### config.mk
export PLATFORM = sky130hd
export DESIGN_NAME = queue_admission_controller_unit
export DESIGN_NICKNAME = d
export VERILOG_FILES = /design/src/hdl/qac_pkg.sv /design/src/hdl/qac_cfg.sv /design/src/hdl/qac_core.sv /design/src/hdl/queue_admission_controller_unit.sv
export SDC_FILE = /design/constraint.sdc
export NUM_CORES = 1
export LEC_CHECK = 0
export BUFFER_PORTS_ARGS = -buffer_cell sky130_fd_sc_hd__buf_2
export CAP_MARGIN = 10
export CORE_ASPECT_RATIO = 1.2
export CORE_MARGIN = 2
export CORE_UTILIZATION = 30
export CTS_BUF_LIST = sky130_fd_sc_hd__clkbuf_8
export DETAILED_ROUTE_END_ITERATION = 16
export SLEW_MARGIN = 25
export SYNTH_ARGS = -nofsm -noshare
export SYNTH_HDL_FRONTEND = slang
export SYNTH_SLANG_ARGS = --single-unit
export TNS_END_PERCENT = 20
### constraint.sdc
create_clock -name i_clk -period 19.05 [get_ports i_clk]
set_input_delay 3.81 -clock i_clk [delete_from_list [all_inputs] [get_ports i_clk]]
set_output_delay 3.81 -clock i_clk [all_outputs]
set_load 0.005 [all_outputs]
### src/hdl/qac_pkg.sv
`timescale 1ns / 1ps
`default_nettype none

package qac_pkg;

    // Default queue depth
    localparam int DEF_QUEUE_DEPTH = 64;

    // Configuration port widths
    localparam int CFG_IDX_W  = 3;
    localparam int CFG_DATA_W = 9;

    // Register indexes
    localparam logic [CFG_IDX_W-1:0] REG_CAPACITY   = 3'd0;
    localparam logic [CFG_IDX_W-1:0] REG_POLICY     = 3'd1;
    localparam logic [CFG_IDX_W-1:0] REG_HIGH_MARK  = 3'd2;
    localparam logic [CFG_IDX_W-1:0] REG_LOW_MARK   = 3'd3;
    localparam logic [CFG_IDX_W-1:0] REG_NOTICE_EN  = 3'd4;
    localparam logic [CFG_IDX_W-1:0] REG_DECISION_EN = 3'd5;

    // Register reset values
    localparam logic [6:0] RST_CAPACITY  = 7'd64;
    localparam logic [2:0] RST_POLICY    = 3'd2;
    localparam logic [8:0] RST_HIGH_MARK = 9'd205;
    localparam logic [8:0] RST_LOW_MARK  = 9'd128;

    // Operation codes
    localparam logic [1:0] OP_ENQ   = 2'd0;
    localparam logic [1:0] OP_BATCH = 2'd1;
    localparam logic [1:0] OP_DEQ   = 2'd2;

    // Full-queue policies
    localparam logic [2:0] POL_BLOCK    = 3'd0;
    localparam logic [2:0] POL_DROP_OLD = 3'd1;
    localparam logic [2:0] POL_DROP_NEW = 3'd2;
    localparam logic [2:0] POL_CALLBACK = 3'd3;
    localparam logic [2:0] POL_ADAPTIVE = 3'd4;

    // External verdicts
    localparam logic [1:0] DEC_ACCEPT = 2'd0;
    localparam logic [1:0] DEC_REJECT = 2'd1;
    localparam logic [1:0] DEC_DROP   = 2'd2;
    localparam logic [1:0] DEC_DELAY  = 2'd3;

    // Result status codes
    localparam logic [2:0] ST_OK      = 3'd0;
    localparam logic [2:0] ST_FULL    = 3'd1;
    localparam logic [2:0] ST_TIMEOUT = 3'd2;
    localparam logic [2:0] ST_BUSY    = 3'd3;
    localparam logic [2:0] ST_INVALID = 3'd4;

    // Pressure levels
    localparam logic [1:0] LVL_NONE = 2'd0;
    localparam logic [1:0] LVL_LOW  = 2'd1;
    localparam logic [1:0] LVL_HIGH = 2'd2;
    localparam logic [1:0] LVL_CRIT = 2'd3;

    // Effective configuration seen by the decision logic
    typedef struct packed {
        logic [6:0]  cap;
        logic [2:0]  policy;
        logic [15:0] high_thr;
        logic [15:0] low_thr;
        logic        notice_en;
        logic        decision_en;
    } t_cfg;

    // One result beat
    typedef struct packed {
        logic [2:0] status;
        logic [6:0] accepted_n;
        logic [6:0] dropped_n;
        logic [6:0] occupancy_now;
        logic [1:0] level_now;
        logic       notice;
        logic [1:0] pressure_events_n;
    } t_res;

endpackage

`default_nettype wire

### src/hdl/qac_cfg.sv
`timescale 1ns / 1ps
`default_nettype none

module qac_cfg
    import qac_pkg::*;
#(
    parameter int QUEUE_DEPTH = DEF_QUEUE_DEPTH
) (
    input  wire logic                  i_clk,
    input  wire logic                  i_rst_n,
    input  wire logic                  i_wr_valid,
    output logic                       o_wr_ready,
    input  wire logic [CFG_IDX_W-1:0]  i_wr_index,
    input  wire logic [CFG_DATA_W-1:0] i_wr_data,
    output t_cfg                       o_cfg
);

    logic [6:0] r_capacity;
    logic [2:0] r_policy;
    logic [8:0] r_high_mark;
    logic [8:0] r_low_mark;
    logic       r_notice_en;
    logic       r_decision_en;
    logic [6:0] eff_cap;

    // Always take writes
    assign o_wr_ready = 1'b1;

    // Store register writes
    always_ff @(posedge i_clk) begin
        if (!i_rst_n) begin
            r_capacity    <= RST_CAPACITY;
            r_policy      <= RST_POLICY;
            r_high_mark   <= RST_HIGH_MARK;
            r_low_mark    <= RST_LOW_MARK;
            r_notice_en   <= 1'b0;
            r_decision_en <= 1'b0;
        end else if (i_wr_valid) begin
            case (i_wr_index)
                REG_CAPACITY:    r_capacity    <= i_wr_data[6:0];
                REG_POLICY:      r_policy      <= i_wr_data[2:0];
                REG_HIGH_MARK:   r_high_mark   <= i_wr_data[8:0];
                REG_LOW_MARK:    r_low_mark    <= i_wr_data[8:0];
                REG_NOTICE_EN:   r_notice_en   <= i_wr_data[0];
                REG_DECISION_EN: r_decision_en <= i_wr_data[0];
                default: ;
            endcase
        end
    end

    // Clamp capacity to [1, depth]
    always_comb begin
        if (r_capacity == 7'd0) begin
            eff_cap = 7'd1;
        end else if (32'(r_capacity) > QUEUE_DEPTH) begin
            eff_cap = 7'(QUEUE_DEPTH);
        end else begin
            eff_cap = r_capacity;
        end
    end

    // Scale watermarks by capacity so a compare against occupancy*256 is exact
    always_comb begin
        o_cfg.cap         = eff_cap;
        o_cfg.policy      = r_policy;
        o_cfg.high_thr    = 16'(r_high_mark) * 16'(eff_cap);
        o_cfg.low_thr     = 16'(r_low_mark) * 16'(eff_cap);
        o_cfg.notice_en   = r_notice_en;
        o_cfg.decision_en = r_decision_en;
    end

endmodule

`default_nettype wire

### src/hdl/qac_core.sv
`timescale 1ns / 1ps
`default_nettype none

module qac_core
    import qac_pkg::*;
#(
    parameter int QUEUE_DEPTH = DEF_QUEUE_DEPTH,
    parameter int OCC_W       = $clog2(QUEUE_DEPTH + 1)
) (
    input  wire logic [1:0]       i_op,
    input  wire logic [6:0]       i_batch_count,
    input  wire logic [1:0]       i_decision,
    input  wire t_cfg             i_cfg,
    input  wire logic [OCC_W-1:0] i_occ,
    input  wire logic [1:0]       i_level,
    output logic [OCC_W-1:0]      o_occ,
    output t_res                  o_res
);

    // Working width: occupancy or batch size plus one carry bit
    localparam int CW = ((OCC_W > 7) ? OCC_W : 7) + 1;
    // Width of occupancy*256 and of the scaled watermarks
    localparam int PW = ((OCC_W + 8) > 16) ? (OCC_W + 8) : 16;

    logic [CW-1:0] occ_x;
    logic [CW-1:0] cap_x;
    logic [CW-1:0] n_x;
    logic [CW-1:0] avail;
    logic [CW-1:0] want;
    logic [CW-1:0] drop_x;
    logic [CW-1:0] left_x;
    logic [CW-1:0] nocc;
    logic [CW-1:0] acc;
    logic [CW-1:0] drop;
    logic [PW-1:0] occ_p;
    logic [PW-1:0] nocc_p;
    logic [PW-1:0] high_p;
    logic [PW-1:0] low_p;
    logic [2:0]    status;
    logic          full;
    logic          do_lvl;
    logic          drop_one;
    logic          ev_extra;
    logic [1:0]    lvl;
    logic          notice;
    logic          lvl_ev;

    assign occ_x  = CW'(i_occ);
    assign cap_x  = CW'(i_cfg.cap);
    assign n_x    = CW'(i_batch_count);
    assign full   = occ_x >= cap_x;
    assign avail  = (cap_x > occ_x) ? (cap_x - occ_x) : '0;
    assign want   = n_x - avail;
    assign drop_x = (want < occ_x) ? want : occ_x;
    assign left_x = occ_x - drop_x;
    assign occ_p  = PW'(i_occ) << 8;
    assign high_p = PW'(i_cfg.high_thr);
    assign low_p  = PW'(i_cfg.low_thr);

    // Admission decision
    always_comb begin
        status   = ST_OK;
        acc      = '0;
        drop     = '0;
        nocc     = occ_x;
        do_lvl   = 1'b0;
        drop_one = 1'b0;
        ev_extra = 1'b0;
        case (i_op)
            OP_ENQ: begin
                if (!full) begin
                    nocc   = occ_x + CW'(1);
                    acc    = CW'(1);
                    do_lvl = 1'b1;
                end else begin
                    case (i_cfg.policy)
                        POL_CALLBACK: begin
                            if (!i_cfg.decision_en) begin
                                status = ST_FULL;
                            end else begin
                                case (i_decision)
                                    DEC_ACCEPT: begin
                                        // forced admission up to the physical depth
                                        if (occ_x < CW'(QUEUE_DEPTH)) begin
                                            nocc = occ_x + CW'(1);
                                            acc  = CW'(1);
                                        end else begin
                                            status = ST_FULL;
                                        end
                                    end
                                    DEC_REJECT: status   = ST_FULL;
                                    DEC_DROP:   drop_one = 1'b1;
                                    DEC_DELAY:  status   = ST_BUSY;
                                    default:    status   = ST_FULL;
                                endcase
                            end
                        end
                        POL_BLOCK:    status   = ST_TIMEOUT;
                        POL_DROP_OLD: drop_one = 1'b1;
                        POL_DROP_NEW: begin
                            status   = ST_FULL;
                            ev_extra = 1'b1;
                            do_lvl   = 1'b1;
                        end
                        POL_ADAPTIVE: begin
                            status   = ST_FULL;
                            ev_extra = occ_p >= high_p;
                            do_lvl   = 1'b1;
                        end
                        default: status = ST_FULL;
                    endcase
                    // drop the oldest job and admit the new one
                    if (drop_one) begin
                        if (occ_x != '0) begin
                            drop = CW'(1);
                            nocc = occ_x;
                        end else begin
                            nocc = occ_x + CW'(1);
                        end
                        acc    = CW'(1);
                        do_lvl = 1'b1;
                    end
                end
            end
            OP_BATCH: begin
                if (n_x == '0) begin
                    status = ST_INVALID;
                end else if (n_x <= avail) begin
                    nocc   = occ_x + n_x;
                    acc    = n_x;
                    do_lvl = 1'b1;
                end else begin
                    case (i_cfg.policy)
                        POL_DROP_OLD: begin
                            // drops stand even when the batch still does not fit
                            drop = drop_x;
                            if ((left_x + n_x) <= cap_x) begin
                                nocc = left_x + n_x;
                                acc  = n_x;
                            end else begin
                                nocc   = left_x;
                                status = ST_FULL;
                            end
                            do_lvl = 1'b1;
                        end
                        POL_BLOCK: status = ST_TIMEOUT;
                        default: begin
                            status   = ST_FULL;
                            ev_extra = 1'b1;
                            do_lvl   = 1'b1;
                        end
                    endcase
                end
            end
            OP_DEQ: begin
                if (occ_x != '0) begin
                    nocc = occ_x - CW'(1);
                end
            end
            default: status = ST_INVALID;
        endcase
    end

    assign nocc_p = PW'(nocc) << 8;

    // Pressure level and notice
    always_comb begin
        lvl    = i_level;
        notice = 1'b0;
        lvl_ev = 1'b0;
        if (do_lvl) begin
            if (nocc >= cap_x) begin
                lvl = LVL_CRIT;
            end else if (nocc_p >= high_p) begin
                lvl = LVL_HIGH;
            end else if (nocc_p >= low_p) begin
                lvl = LVL_LOW;
            end else begin
                lvl = LVL_NONE;
            end
            notice = i_cfg.notice_en && ((lvl != i_level) || lvl[1]);
            lvl_ev = notice && lvl[1];
        end
    end

    // Pack the result
    always_comb begin
        o_occ                   = nocc[OCC_W-1:0];
        o_res.status            = status;
        o_res.accepted_n        = acc[6:0];
        o_res.dropped_n         = drop[6:0];
        o_res.occupancy_now     = nocc[6:0];
        o_res.level_now         = lvl;
        o_res.notice            = notice;
        o_res.pressure_events_n = 2'(ev_extra) + 2'(lvl_ev);
    end

endmodule

`default_nettype wire

### src/hdl/queue_admission_controller_unit.sv
`timescale 1ns / 1ps
`default_nettype none
// Admission controller for a bounded job queue.
// Input channel (i_in_valid / o_in_stall): one beat per request, carrying
// i_op (enqueue one, enqueue batch, dequeue one), i_batch_count and the
// external verdict i_decision. Output channel (o_out_valid / i_out_stall):
// one beat per request with status, admitted and dropped counts, occupancy,
// pressure level, notice and pressure event count.
// Config channel (i_cfg_valid / o_cfg_ready, always ready): register index
// and data; write only while no request is in flight.
// Path: a request is decided combinationally while it sits in the input
// register and lands in the output register, which raises o_out_valid,
// once the output register is empty or being drained.
// Throughput: one request per cycle while the output is not stalled; the
// occupancy and level registers update at the same edge as the result
// register, so the next request sees them without a bubble.
// Reset: occupancy and level clear, registers take their defaults
// (capacity 64, drop newest, marks 205/256 and 128/256, callbacks off).
// Stall: a stalled output beat holds; the input register then holds too
// and o_in_stall rises while it is full.
module queue_admission_controller_unit
    import qac_pkg::*;
#(
    parameter int QUEUE_DEPTH = DEF_QUEUE_DEPTH
) (
    input  wire logic                  i_clk,
    input  wire logic                  i_rst_n,
    input  wire logic                  i_in_valid,
    output logic                       o_in_stall,
    input  wire logic [1:0]            i_op,
    input  wire logic [6:0]            i_batch_count,
    input  wire logic [1:0]            i_decision,
    output logic                       o_out_valid,
    input  wire logic                  i_out_stall,
    output logic [2:0]                 o_status,
    output logic [6:0]                 o_accepted_n,
    output logic [6:0]                 o_dropped_n,
    output logic [6:0]                 o_occupancy_now,
    output logic [1:0]                 o_level_now,
    output logic                       o_notice,
    output logic [1:0]                 o_pressure_events_n,
    input  wire logic                  i_cfg_valid,
    output logic                       o_cfg_ready,
    input  wire logic [CFG_IDX_W-1:0]  i_cfg_index,
    input  wire logic [CFG_DATA_W-1:0] i_cfg_data
);

    localparam int OCC_W = $clog2(QUEUE_DEPTH + 1);

    t_cfg             cfg;
    t_res             res;
    logic [OCC_W-1:0] core_occ;

    logic             r_in_vld;
    logic [1:0]       r_in_op;
    logic [6:0]       r_in_batch;
    logic [1:0]       r_in_dec;
    logic [OCC_W-1:0] r_occ;
    logic [1:0]       r_level;
    logic             r_out_vld;
    t_res             r_res;

    logic             out_free;
    logic             fire;
    logic             in_take;

    qac_cfg #(
        .QUEUE_DEPTH (QUEUE_DEPTH)
    ) u_cfg (
        .i_clk      (i_clk),
        .i_rst_n    (i_rst_n),
        .i_wr_valid (i_cfg_valid),
        .o_wr_ready (o_cfg_ready),
        .i_wr_index (i_cfg_index),
        .i_wr_data  (i_cfg_data),
        .o_cfg      (cfg)
    );

    qac_core #(
        .QUEUE_DEPTH (QUEUE_DEPTH),
        .OCC_W       (OCC_W)
    ) u_core (
        .i_op          (r_in_op),
        .i_batch_count (r_in_batch),
        .i_decision    (r_in_dec),
        .i_cfg         (cfg),
        .i_occ         (r_occ),
        .i_level       (r_level),
        .o_occ         (core_occ),
        .o_res         (res)
    );

    // Advance when the output register is empty or being drained
    assign out_free   = !r_out_vld || !i_out_stall;
    assign fire       = r_in_vld && out_free;
    assign in_take    = i_in_valid && !o_in_stall;
    assign o_in_stall = r_in_vld && !out_free;

    // Input register control
    always_ff @(posedge i_clk) begin
        if (!i_rst_n) begin
            r_in_vld <= 1'b0;
        end else if (in_take) begin
            r_in_vld <= 1'b1;
        end else if (fire) begin
            r_in_vld <= 1'b0;
        end
    end

    // Input register payload
    always_ff @(posedge i_clk) begin
        if (in_take) begin
            r_in_op    <= i_op;
            r_in_batch <= i_batch_count;
            r_in_dec   <= i_decision;
        end
    end

    // Queue state and output valid
    always_ff @(posedge i_clk) begin
        if (!i_rst_n) begin
            r_occ     <= '0;
            r_level   <= LVL_NONE;
            r_out_vld <= 1'b0;
        end else if (fire) begin
            r_occ     <= core_occ;
            r_level   <= res.level_now;
            r_out_vld <= 1'b1;
        end else if (!i_out_stall) begin
            r_out_vld <= 1'b0;
        end
    end

    // Result register payload
    always_ff @(posedge i_clk) begin
        if (fire) begin
            r_res <= res;
        end
    end

    assign o_out_valid         = r_out_vld;
    assign o_status            = r_res.status;
    assign o_accepted_n        = r_res.accepted_n;
    assign o_dropped_n         = r_res.dropped_n;
    assign o_occupancy_now     = r_res.occupancy_now;
    assign o_level_now         = r_res.level_now;
    assign o_notice            = r_res.notice;
    assign o_pressure_events_n = r_res.pressure_events_n;

endmodule

`default_nettype wire

After elaboration in Yosys (flattened, before gate mapping)
Index checks and enable logic that the tools add are counted.

cells by class
  add/subtract/negate cells = 8
  $mul = 2
  $lt $le $gt $ge = 11
  eq/ne operators = 16
  muxes and demuxes = 73
  reduce and logical (&&, ||, !) cells = 27

operators with widths
  operator               count
  $mux W8                14
  $mux W7                15
  $ge A16 B16 Y1         2
  $mul A9 B7 Y16         2
  $pmux W7 S2            2
  $pmux W3 S3            3
  $mux W1                25
  $pmux W8 S3            1
  $ge A15 B16 Y1         1
  $sub A7 B8 Y8          2
  $eq A3 B2 Y1 const B   4
  $mux W3                4
  $reduce_and A2 Y1      6
  $eq A3 B3 Y1 const B   3
  $add A7 B1 Y8 const B  1
  $add A7 B7 Y8          1
  $add A8 B7 Y8          1
  $ge A8 B7 Y1           1
  $le A7 B8 Y1           1
  $le A8 B7 Y1           1
  $logic_not A8 Y1       1
  $lt A8 B7 Y1           1
  $mux W2                4
  $pmux W1 S2            4
  22 further kinds       37

storage, ports and cells
  register bits = 81
  bits of input ports = 28
  output and inout bits = 32
  logic and storage cells = 157

Logic depth before layout (Yosys ltp)
  depth after elaboration = 27
  depth in mapped cells = 54
  gate-level depth less buffers = 53

Hierarchy
A second synthesis with hierarchy kept.

unflattened totals
  cells, all modules = 1294
  area total of the unflattened synthesis = 11140.7 µm²

by module, submodules not included
  module                           times used  cells each  area an instance (µm²)
  qac_cfg                          1           623         5322.6
  qac_core                         1           584         4174.0
  queue_admission_controller_unit  1           87          1644.1

Worst setup path after synthesis
OpenSTA, ideal clock, no wires.

  kind = register to register
  start = register u_cfg.r_capacity[1]
  end = register r_res, in the netlist o_pressure_events_n[0] (data pin)
  library setup time = 0.261 ns
  data arrival time = 9.781 ns
  required time = 18.789 ns
  path slack = 9.008 ns
  cell stages (with the launch flop) = 53
  buffers on the path = 1
  period minus slack after synthesis = 10.042 ns
  cells stage by stage = dfxtp_1 -> nor3_1 -> a21oi_1 -> nor2_1 -> clkbuf_1 -> inv_1 -> ha_1 -> fa_1 -> and2b_1 -> o31a_4 -> o21a_4 -> nand2b_1 -> ha_1 -> nor2b_1 -> o21ai_0 -> a21boi_0 -> o21ai_0 -> nand2b_1 -> [... 17 more ...] -> nand4_1 -> o22ai_1 -> a21oi_1 -> nor2_4 -> a211oi_1 -> o31a_1 -> o21bai_1 -> ha_1 -> nand2b_1 -> a21o_1 -> a21o_1 -> a21o_1 -> a21oi_1 -> nor2_1 -> a2111oi_4 -> nor3b_2 -> nor2b_1 -> ha_1

RTL lines
  item                      RTL line                                text
  start: declaration        qac_cfg.sv:18                           logic [6:0] r_capacity;
  start signal: assignment  qac_cfg.sv:40                           REG_CAPACITY: r_capacity <= i_wr_data[6:0];
  end signal: assignment    queue_admission_controller_unit.sv:137  r_res <= res;
  end: declaration          queue_admission_controller_unit.sv:61   t_res r_res;

==> summary.txt <==
GRT
  – Number of global-route vias before repair: 8900
  – Largest net degree at the start of global routing: 36
  – Initial antenna violation count: 0
  – Overall Global Routing Usage: between 10% and 20%
  – Grt ovf: 0
  – First-pass GRT wire length: approximately 47 mm

Route
  – Wire per inst: between 15 and 20 µm
  – DRT Pass-1 Iters: 5
  – Drc violations: 0
  – DRT Wirelength: approximately 29 mm
  – DR vias: just under 9000
  – First-iteration detailed-routing DRC count: approximately 530
  – Vias per cell: between 5 and 6
  – Antenna Violating Nets Remaining: 0

Timing
  – Setup TNS: 0 ps
  – Worst Skew: 14.8 ps
  – Max frequency: 0.0872 GHz
  – Worst-Margin Slew: approximately 940 ps
  – Fin Hold WS: 514 ps
  – Hold Fails Final Rpt: 0
  – Slew margin rel.: between 30% and 40%
  – Max-slew violations: 0
  – RSZ-0062 raised after global routing: false
  – Min Clock Period, post-route: 11470 ps
  – Crit share post-route: ~60%
  – Final setup viols: 0

Synthesis
  – Cell Area, Synth: approximately 0.010 mm²
  – Ranking of synthesized cells by area: ha_1, fa_1, edfxtp_1
  – Primary FF master, synth: dfxtp_1
  – Syn_nets: 1468
  – Post-synth ARST share: 0%
  – Post-Syn Instances: between 1000 and 1500
  – Syn avg cell area: 8.61 µm²
  – Synthesized flop and latch total: approximately 80
  – Post-synth top cells: nand2_1, ha_1, inv_1
  – Most frequent cell after synthesis: nand2_1
  – Seq/Total Area, Yosys: 19.3%
  – Count of cell types in the netlist: 88
  – Post-synth EDFFs: 40
  – Largest area contributor in the synthesized netlist: ha_1
  – Ys Warns: 0
  – Top cell type's share of synthesized area: a little under a fifth

Place
  – Area post-placement: 0.0112 mm²
  – Port bufs: between 50 and 60
  – DP HPWL: about 23 mm
  – RePlAce Congestion: 0.885

Setup path
  – Critical R2R Capture: o_pressure_events_n[0]
  – Crit Path Class: flop to flop
  – Reg-to-reg slack, setup: roughly 7600 ps
  – Worst Path Max Fanout: 10
  – CP delay by family, top: compound AO/OA/AOI/OAI gates
  – CP Launch Point: u_cfg.r_capacity[1]
  – Slowest stage delay, CP: slightly below 600 ps
  – Worst setup endpoint: o_pressure_events_n[0]
  – CP required: about 19000 ps
  – Crit path capture type: flop
  – CP bufs+invs: 2
  – R2R Path Start: u_cfg.r_capacity[1]
  – Worst path depth: 49
  – Worst setup SP type: flop
  – CP arrival: between 10000 and 15000 ps
  – Worst reg2reg path depth: slightly below 50
  – Slowest-stage cell, CP: nor2_1

Power
  – Combinational share of power: between 60% and 70%
  – Switch share: approximately 47%
  – Worst VDD drop: 97.7 µV
  – Share of power burned in registers: 20.1%
  – Cell-internal power: between 0.5 and 0.6 mW
  – Net Switching: 0.482 mW
  – Pleak: around 5.2 nW
  – Power Density: slightly below 90 mW/mm²
  – Clock power frac: about 16%

Die
  – Core Footprint: about 0.034 mm²
  – # rows: 74
  – Die X: 175 µm
  – Die Footprint: between 0.03 and 0.04 mm²
  – Num ports: 60
  – Die height: 209 µm
  – Initial Util: between 30 and 40%

Status
  – Run status: complete, no violations

Layout
  – Layout cells sized above 1: around 9.6%
  – Nets: around 1500
  – Area Overhead vs Synth: 9.71%
  – N_diodes: 0
  – Fillers: 3621
  – Final Cell Area: around 0.011 mm²
  – Final core utilization: about a third

Min path
  – Hold Crit Start: r_in_vld
  – Worst min-delay path class: flop to flop

Clock tree
  – Root buf cell: clkbuf_8
  – Hold Buf Count CTS: 0
  – TritonCTS sink count: 81
  – Post_cts resized: 0
  – TritonCTS buffer count: 9
  – Setup Buffers After CTS: 0
  – H-tree depth: 3
  – Clock tree buffer depth: 2
  – Worst-skew pair later-pin latency: ~390 ps
  – Reg clk slew, reported paths: around 90 ps
  – CTS tree: built

Flow run
  – Max-cap viol count: 0
[sequential cells by signal, indices dropped and copies added (netlist names), 3 cells and up]
name / cells
r_occ: 7
u_cfg.r_policy: 3
o_occupancy_now: 7
u_cfg.r_low_mark: 9
o_accepted_n: 7
r_in_batch: 7
o_status: 3
u_cfg.r_capacity: 7
u_cfg.r_high_mark: 9
o_dropped_n: 7
[worst min-delay path, cell delays in order (launching register included)]
cell and delay, ps:
dfxtp_1 360, a21oi_1 50, nor2_1 70
[power groups by stage]
stage	logic, mW	registers (mW)	clock network (mW)
2_1_floorplan	0.493	0.203	0
3_3_place_gp	0.636	0.208	0
3_5_place_dp	0.637	0.208	0
4_1_cts	0.641	0.204	0.166
5_1_grt	0.721	0.205	0.172
6_report	0.650	0.204	0.163
[routing by layer]
metal | wire, µm | GRT usage, % | part of all wire [%]
met1 | 12600 | 20.1 | 44
met2 | 14400 | 29.0 | 50
met3 | 1200 | 1.97 | 4.1
met4 | 687 | 4.60 | 2.4
met5 | 0 | 0 | 0
[placed cells by master (no fill, tap or decap), types with 9 or more instances in the layout]
cell	Yosys	layout
nor3_1	13	13
xnor2_1	34	34
a21oi_1	82	82
buf_2	3	58
nand2b_1	17	17
o31ai_1	10	10
nor2_1	82	82
buf_4	1	14
nand3_1	33	33
o21a_1	15	15
nor2b_1	21	20
xor2_1	17	17
a21o_1	22	22
edfxtp_1	40	40
nand2_1	161	161
o21ai_0	36	36
and2_1	45	45
inv_1	118	118
fa_1	73	73
mux2i_1	21	21
dfxtp_1	41	41
clkbuf_8	0	9
ha_1	151	151
[per-stage QoR]
| step | power (mW) | std cells | setup slack (ps) |
|---|---|---|---|
| final | 1.02 | 1713 | 7580 |
| after global routing | 1.10 | 1713 | 6620 |
| after CTS | 1.01 | 1713 | 7630 |
| after detailed placement | 0.845 | 1697 | 7650 |
| after global placement | 0.844 | 1697 | 7850 |
| after floorplan | 0.695 | 1216 | 9010 |
[kinds of logic (layout without fill, tap and decap cells)]
family,count (synthesis),after routing,share of synthesized area (%)
buffers and inverters,166,207,6.10
xor gates and xnor gates,52,52,4.42
muxes,22,22,2.12
other,1,1,0.0358
adders and majority gates,224,224,32.0
and+or+nand+nor,424,424,19.6
AOI/OAI and AO/OA,246,246,16.4
DFF,81,81,19.3
[worst min-delay path by stage]
| stage | slack (ps) | endpoint | depth (start not counted) |
|---|---|---|---|
| finish | 510 | o_out_valid | 2 |
| global route | 550 | u_cfg.r_capacity[0] | 2 |
| CTS | 510 | o_out_valid | 2 |
| detailed placement | 480 | o_out_valid | 2 |
| global placement | 480 | o_out_valid | 2 |
| floorplan | 450 | o_out_valid | 2 |
[layout make-up]
type | count | area [µm²] | share of cell area [%]
Sequential cell | 81 | 2020 | 17.6
Clock buffer | 9 | 124 | 1.08
Timing Repair Buffer | 72 | 395 | 3.44
Inverter | 119 | 447 | 3.89
Tap cell | 456 | 571 | 4.97
Multi-Input combinational cell | 969 | 7810 | 68.0
Clock inverter | 7 | 115 | 1.00
Power figures use the tool's default switching activity.
